[config.mk]
export PLATFORM = sky130hd
export DESIGN_NAME = ghist_isqrt
export DESIGN_NICKNAME = d
export VERILOG_FILES = /design/src/sv/ghist_pkg.sv /design/src/sv/ghist_isqrt.sv
export SDC_FILE = /design/constraint.sdc
export NUM_CORES = 1
export LEC_CHECK = 0
export BUFFER_PORTS_ARGS = -buffer_cell sky130_fd_sc_hd__buf_2
export CAP_MARGIN = 10
export CORE_MARGIN = 4
export CORE_UTILIZATION = 38
export CTS_CLUSTER_SIZE = 40
export DETAILED_ROUTE_END_ITERATION = 8
export PLACE_DENSITY_LB_ADDON = 0.2
export SETUP_SLACK_MARGIN = 0.02
export SLEW_MARGIN = 10
export SYNTH_ARGS = -nofsm -noshare
export SYNTH_HDL_FRONTEND = slang
export SYNTH_SLANG_ARGS = --single-unit
export TNS_END_PERCENT = 10
[constraint.sdc]
create_clock -name clk -period 10.2 [get_ports clk]
set_input_delay 2.04 -clock clk [delete_from_list [all_inputs] [get_ports clk]]
set_output_delay 2.04 -clock clk [all_outputs]
set_load 0.1 [all_outputs]
[src/sv/ghist_pkg.sv]
// shared constants, types and helper functions of the oriented-gradient histogram
// no dependencies
package ghist_pkg;

	localparam int MAX_WIDTH  = 1024;
	localparam int MAX_HEIGHT = 1024;
	localparam int CELL_EDGE  = 16;
	localparam int BIN_COUNT  = 8;
	localparam int ADDR_W     = $clog2(MAX_WIDTH);
	localparam int ROW_W      = $clog2(MAX_HEIGHT);
	localparam int SIZE_W     = 11;
	localparam int PIX_W      = 24;
	localparam int SUM_W      = 40;
	localparam int SQ_W       = 25;
	localparam int ROOT_W     = 13;
	localparam int BIN_W      = $clog2(BIN_COUNT);

	// configuration register indexes
	localparam logic REG_WIDTH  = 1'b0;
	localparam logic REG_HEIGHT = 1'b1;

	typedef logic signed [8:0] grad_t;

	// size register clamped to [2, maxv]
	function automatic logic [SIZE_W-1:0] clamp_size(input logic [SIZE_W-1:0] v,
			input logic [SIZE_W-1:0] maxv);
		logic [SIZE_W-1:0] r;
		if (v < SIZE_W'(2)) r = SIZE_W'(2);
		else if (v > maxv) r = maxv;
		else r = v;
		return r;
	endfunction

	// 45 degree sector from signs and magnitude compare
	function automatic logic [BIN_W-1:0] sector(input grad_t gx, input grad_t gy);
		grad_t ax;
		grad_t ay;
		logic [BIN_W-1:0] b;
		ax = gx < 0 ? -gx : gx;
		ay = gy < 0 ? -gy : gy;
		if (gy >= 0) begin
			if (gx > 0) b = (gy < gx) ? BIN_W'(0) : BIN_W'(1);
			else if (gy == 0) b = (gx == 0) ? BIN_W'(0) : BIN_W'(4);
			else b = (ax < gy) ? BIN_W'(2) : BIN_W'(3);
		end else if (gx < 0) begin
			b = (ay < ax) ? BIN_W'(4) : BIN_W'(5);
		end else begin
			b = (gx < ay) ? BIN_W'(6) : BIN_W'(7);
		end
		return b;
	endfunction

endpackage

[src/sv/ghist_isqrt.sv]
// iterative integer square root, two operand bits per cycle
// depends on ghist_pkg
module ghist_isqrt (
	input  logic                           clk,
	input  logic                           arst_n,
	input  logic                           start,
	input  logic [ghist_pkg::SQ_W-1:0]     operand,
	output logic                           done,
	output logic [ghist_pkg::ROOT_W-1:0]   root
);

	logic                         running_q;
	logic                         done_q;
	logic [ghist_pkg::SQ_W-1:0]   v_q;
	logic [ghist_pkg::SQ_W:0]     res_q;
	logic [ghist_pkg::SQ_W-1:0]   bit_q;
	logic [ghist_pkg::SQ_W:0]     trial;

	assign trial = res_q + {1'b0, bit_q};

	// control
	always_ff @(posedge clk or negedge arst_n) begin
		if (!arst_n) begin
			running_q <= 1'b0;
			done_q    <= 1'b0;
		end else begin
			done_q <= 1'b0;
			if (start) begin
				running_q <= 1'b1;
			end else if (running_q && bit_q[0]) begin
				running_q <= 1'b0;
				done_q    <= 1'b1;
			end
		end
	end

	// restoring square root step
	always_ff @(posedge clk) begin
		if (start) begin
			v_q   <= operand;
			res_q <= '0;
			bit_q <= ghist_pkg::SQ_W'(1) << (ghist_pkg::SQ_W - 1);
		end else if (running_q) begin
			if ({1'b0, v_q} >= trial) begin
				v_q   <= v_q - trial[ghist_pkg::SQ_W-1:0];
				res_q <= (res_q >> 1) + {1'b0, bit_q};
			end else begin
				res_q <= res_q >> 1;
			end
			bit_q <= bit_q >> 2;
		end
	end

	assign done = done_q;
	assign root = res_q[ghist_pkg::ROOT_W-1:0];

endmodule

==> metrics, run 1 <==
outcome completed; Post-Synthesis Cells between 600 and 700; HPWL after detailed placement 10300 um; WHS Endpoint res_q[0]$_SDFFE_PP0P_; clock sink count 66; Highest Clock Rate 163 MHz; Final Util around 42%; Unique masters post-synth between 70 and 80; Hold Path Depth 2; Syn Area/Cell approximately 8.5 um^2; fraction of layout cells with a size suffix above 1 12.9%; final hold vios 0; CP max stage delay 920 ps; Post-synth EDFFs 25; Tmin final between 6000 and 7000 ps; leading cell type in the layout, fill and taps excluded nor2_1; Initial Utilization ~39%; highest fanout seen on the critical path 25; Arrival @ worst endpoint 6100 ps; WP depth 19; nets@finish 760; I/O pin count 42; Max Slew Vio Count 0; Post-synth ARST share ~3%; CP required 10150 ps; Post-Syn Area 0.00565 mm^2; HP Class flop to flop; Layout Skew 4.52 ps; CTS resizes 0; GRT Total Usage between 15 and 20%; Worst-Margin Slew 1110 ps; Antenna Cells 0; maxcap violations 0; multi-input logic area ~0.0038 mm^2; antenna violations before repair 0; Post-Route WL 13900 um; worst r2r src bit_q[0]$_SDFFE_PP0P_; I/O Buffers between 40 and 50; CP max-delay cell a21o_1; register area 0.00158 mm^2; Yosys Warn Count 0; Clk pin slew, worst setup/hold paths ~60 ps; average wire per standard cell between 15 and 20 um; total global routing overflow 0; DRT Pass-1 Iters 5; Critical Path Source Type flop; Via density around 5.7; # fillers about 1500; RSZ-0062 raised after global routing no; kind of critical path flop to flop; Crit. End Element flop; Leak approximately 2.5 nW; antenna viol nets, final 0; CP bufs+invs 1; Yosys reg bits between 60 and 70; via count 4910; Die X about 130 um; # H-tree levels 3; slew margin rel. 25.7%; post-CTS setup buffer count 0; DR iter-0 viols about 370; Core ar. roughly 0.015 mm^2; chip height about 130 um; Synth Net Count 749; Area growth syn-to-layout 9.01%; Clock Root Buffer clkbuf_16; DRC viols 0; pin count of the biggest net entering global routing 66; Setup-failing EPs final 0; worst-case vdd ir drop between 0.0001 and 0.00015 V; PnR Total Power 1.74 mW; Hold Buf Count CTS 0; min-delay src res_q[0]$_SDFFE_PP0P_; Pwr Density between 200 and 300 mW/mm^2; CTS tree done; crit-path cells ha_1 -> ha_1 -> a21oi_1 -> o21bai_1 -> a31oi_1 -> o21ai_0 -> a2111oi_0 -> nor3_1 -> o21ai_0 -> xor2_1 -> ha_1 -> nand4_1 -> or4_1 -> o21ai_2 -> a221oi_2 -> o22ai_4 -> and3_1 -> buf_4 -> a21o_1; first-pass GRT wire length roughly 23000 um; ratio of final minimum period to clock period 60.3%; TritonCTS Buffers 9; r2r worst-path depth 19; r2r setup slk roughly 4100 ps; critical path's most frequent cell ha_1; most frequent cells in the layout nor2_1 (68), nand2_1 (59), o21ai_0 (59), ha_1 (53), buf_2 (41); delay-heaviest family, CP compound AO/OA/AOI/OAI gates; number of global-route vias before repair around 4700; setup total negative slack 0 ps; GP Congestion 0.853; Row Count 44; capture point of the worst reg-to-reg path v_q[21]$_DFFE_PP_; Longest Clk Path Bufs 2; Top FF cell, synth dfxtp_1; register area share after synthesis between 20% and 30%; Worst-Skew Late Latency 340 ps; die footprint between 0.015 and 0.02 mm^2
sequential cells by signal, summed over array words and instances (netlist names):
register / count
res_q: 26
v_q: 25
bit_q: 13
done: 1
running_q: 1
synth_stat cells (all sizes together), types with 3 or more instances:
library cell / n / area share (%)
o21ai: 61 / 5.5
o31ai: 6 / 0.80
inv: 17 / 1.1
a221oi: 9 / 1.7
mux2: 9 / 1.8
nand2: 60 / 4.0
a311oi: 9 / 1.4
xnor2: 21 / 3.3
mux2i: 23 / 4.1
edfxtp: 25 / 13
nor2b: 6 / 0.66
nand3: 10 / 1.1
a31oi: 20 / 2.3
nor3b: 4 / 0.53
o21a: 5 / 0.66
o22ai: 4 / 0.69
nor3: 10 / 0.89
o21bai: 11 / 1.5
a31o: 3 / 0.47
a21oi: 38 / 3.4
a211oi: 8 / 1.1
clkbuf: 23 / 1.5
dfxtp: 39 / 14
buf: 21 / 2.7
or3: 10 / 1.1
a21o: 13 / 1.7
xor2: 24 / 3.7
ha: 53 / 12
and3: 6 / 0.66
nor2: 68 / 4.5
nand4: 9 / 1.0
a2111oi: 5 / 1.1
worst max path at each step:
stage	start	end
after global routing	bit_q[0]$_SDFFE_PP0P_	v_q[21]$_DFFE_PP_
after detailed placement	bit_q[0]$_SDFFE_PP0P_	v_q[20]$_DFFE_PP_
after global placement	bit_q[0]$_SDFFE_PP0P_	v_q[21]$_DFFE_PP_
after CTS	bit_q[0]$_SDFFE_PP0P_	v_q[20]$_DFFE_PP_
after floorplan	res_q[0]$_SDFFE_PP0P_	v_q[0]$_DFFE_PP_
final	bit_q[0]$_SDFFE_PP0P_	v_q[21]$_DFFE_PP_
routing by layer:
metal	vias to the layer above	part of all wire, %	track usage [%]
met2	101	45	26.4
li1	2488	-	-
met1	2314	50	23.9
met3	7	4.1	4.01
met5	-	0	0
met4	0	1.3	5.01
logic make-up after synthesis:
family	after synthesis	share of synthesized area, %
compound gates	210	25.2
xor+xnor	45	6.98
fa+ha+maj	54	12.1
buf+inv	62	5.47
flops	66	28.0
mux	32	5.87
simple gates	198	16.4
stage by stage:
stage / hold slack [ps] / cells / setup WS (ps) / cell area (um^2)
final: 508 / 867 / 4050 / 6160
after detailed placement: 505 / 851 / 4090 / 5870
after CTS: 507 / 867 / 4050 / 6160
after global placement: 492 / 851 / 4230 / 5870
after floorplan: 457 / 667 / 5060 / 5650
after global routing: 549 / 867 / 3370 / 6160
worst min-delay path, stage by stage (launching register included):
cell	delay, ps
dfxtp_1	320
nor2_1	90
a211oi_1	50
area by class of cell:
type | count | area share (%)
sequential | 66 | 25.7
inverter | 18 | 1.10
timing repair buffer | 44 | 3.70
multi-input combinational | 539 | 61.0
clock buffer | 12 | 4.35
clock inverter | 4 | 0.386
tap | 184 | 3.74
where the power goes:
group / internal [mW] / switching (mW)
registers: 0.381 / 0.0495
logic: 0.394 / 0.607
clock network: 0.185 / 0.119
(Power assumes the default switching activity.)
==> run 2: changes to the inputs <==
clock period = 5.15 ns   (was 10.2 ns; I/O delays follow)
==> metrics, run 2 (same netlist as run 1, synthesis figures left out) <==
outcome completed; post-route cell area 0.00645 mm^2 (+4.7%); pre-CTS setup slack 84.8 ps (-4000 ps); kind of critical path flop to flop; pin count of the biggest net entering global routing 60 (-9.1%); most frequent cells in the layout nor2_1 (68), nand2_1 (59), o21ai_0 (55), ha_1 (53), buf_2 (41); Pwr Density 570 mW/mm^2 (+100%); antenna viol nets, final 0 (unchanged); Area growth syn-to-layout 14.1%; CP max-delay cell or4_1; fraction of layout cells with a size suffix above 1 17.3% (+4.4 points); crit-path cells ha_1 -> ha_1 -> a21oi_2 -> o21bai_1 -> a31oi_2 -> o21ai_1 -> a2111oi_2 -> buf_4 -> nor3_1 -> o21ai_1 -> xor2_1 -> ha_1 -> nand4_1 -> or4_1 -> o21ai_2 -> a221oi_2 -> o22ai_4 -> buf_4 -> nand3_4 -> or3_1 -> a311oi_2; # H-tree levels 3 (unchanged); final hold vios 0 (unchanged); DRC viols 0 (unchanged); via count 4988 (+1.6%); highest fanout seen on the critical path 6 (-76%); average wire per standard cell 16.1 um (+0.40%); PnR Total Power 3.67 mW (+110%); Clock Root Buffer clkbuf_16; Longest Clk Path Bufs 2 (unchanged); CP max stage delay 560 ps (-360 ps); antenna violations before repair 0 (unchanged); I/O pin count 42 (unchanged); Clk pin slew, worst setup/hold paths 60 ps (about the same); Setup-failing EPs final 0 (unchanged); Setup WS post-layout 294 ps (-3760 ps); Layout Skew 8.92 ps (+4.40 ps); Die X 130 um (unchanged); Tmin final 4860 ps (-1290 ps); r2r setup slk 290 ps (-3760 ps); Worst-Margin Slew 669 ps (-445 ps); worst r2r src bit_q[0]$_SDFFE_PP0P_; HPWL after detailed placement 10400 um (+0.84%); largest registers res_q x26, v_q x25, bit_q x13; Min Hold Slack 460 ps (-47.8 ps); Initial Utilization 38.9% (unchanged); DR iter-0 viols 313 (-16%); chip height 130 um (unchanged); HP Class input pin to async pin; Row Count 44 (unchanged); largest reg by FF count res_q; first-pass GRT wire length 22800 um (-0.60%); I/O Buffers 41 (unchanged); Arrival @ worst endpoint 5110 ps (-990 ps); max reg flops 26 (unchanged); CTS tree done; DRT Pass-1 Iters 5 (unchanged); Max Slew Vio Count 0 (unchanged); GP Congestion 0.904 (+5.9%); total global routing overflow 0 (unchanged); critical path's most frequent cell ha_1; Leak 2.62 nW (+6.2%); Hold Buf Count CTS 0 (unchanged); capture point of the worst reg-to-reg path res_q[7]$_SDFFE_PP0P_; Core ar. 0.0145 mm^2 (unchanged); maxcap violations 0 (unchanged); clock sink count 66 (unchanged); ratio of final minimum period to clock period 94.3% (+34 points); dpl cell area 0.00600 mm^2 (+2.3%); Highest Clock Rate 206 MHz (+27%); leading cell type in the layout, fill and taps excluded nor2_1; Post-Route WL 14400 um (+3.5%); Critical Path Source Type flop; nets@finish 787 (+3.6%); Crit. End Element flop; CP required 5400 ps (-4750 ps); worst-case vdd ir drop 0.000319 V (+180%); die footprint 0.0169 mm^2 (unchanged); TritonCTS Buffers 9 (unchanged); slew margin rel. 55.4% (+30 points); r2r worst-path depth 21 (+2); Antenna Cells 0 (unchanged); Worst-Skew Late Latency 340 ps (about the same); Final Util 44.4% (+2.0 points); GRT Total Usage 17.1% (-0.045 points); Via density 5.58 (-1.5%); number of global-route vias before repair 4589 (-1.4%)
-- run 2: cell count changes in the layout (fill, tap and decap cells not counted), moves of 2 or more --
cell,change
buf_4,+23
o21ai_0,-4
o21ai_1,+4
a311oi_1,-2
a311oi_2,+2
a31oi_1,-2
a31oi_2,+2
-- run 2: cell type report --
class	count	area [um^2]
Timing Repair Buffer	69	432
Inverter	18	67.6
Clock inverter	3	18.8
Clock buffer	13	283
Tap cell	184	230
Sequential cell	66	1580
Multi-Input combinational cell	541	3830
Fill cell	1480	8090
-- run 2: metal layers --
layer  share of wire, %  vias up  global-route usage (%)
met2                 43       93                    25.6
met4                1.6        0                    5.26
li1                   -     2557                       -
met5                  0        -                       0
met1                 51     2326                    24.3
met3                4.4       12                    3.93
-- run 2: worst max-delay path by stage --
stage | startpoint | to | slack [ps] | cells past startpoint
after floorplan | res_q[0]$_SDFFE_PP0P_ | v_q[0]$_DFFE_PP_ | 230 | 21
after detailed placement | bit_q[0]$_SDFFE_PP0P_ | res_q[5]$_SDFFE_PP0P_ | 80 | 20
after CTS | bit_q[0]$_SDFFE_PP0P_ | res_q[7]$_SDFFE_PP0P_ | 60 | 20
after global placement | bit_q[0]$_SDFFE_PP0P_ | res_q[9]$_SDFFE_PP0P_ | 260 | 20
final | bit_q[0]$_SDFFE_PP0P_ | res_q[7]$_SDFFE_PP0P_ | 290 | 21
after global routing | bit_q[0]$_SDFFE_PP0P_ | res_q[21]$_SDFFE_PP0P_ | -20 | 21
-- run 2: worst max-delay path: cells and delay by family, from the launching register on --
family | cells | cell delay, ps
simple gates | 5 | 1240
buf+inv | 2 | 350
fa+ha+maj | 3 | 780
xor+xnor | 1 | 100
flops | 1 | 350
compound gates | 10 | 1930
-- run 2: power breakdown --
part	total [mW]	leakage [nW]	switching, mW	internal, mW
clock network	0.621	0.150	0.237	0.384
logic	2.21	1.87	1.28	0.934
registers	0.840	0.597	0.0901	0.750
total	3.67	2.62	1.61	2.07
-- run 2: timing repair --
item                                    4_1_cts  5_1_grt
endpoints found under the setup margin        1       49
buffers inserted                              0        9
gates resized for setup                       1       14
cloned                                        0        2
pin swaps                                     0        7
-- run 2: through the flow --
stage               instances  TNS [ps]
floorplan                 667         0
global placement          867         0
detailed placement        867         0
CTS                       883         0
global route              894     -42.3
finish                    894         0
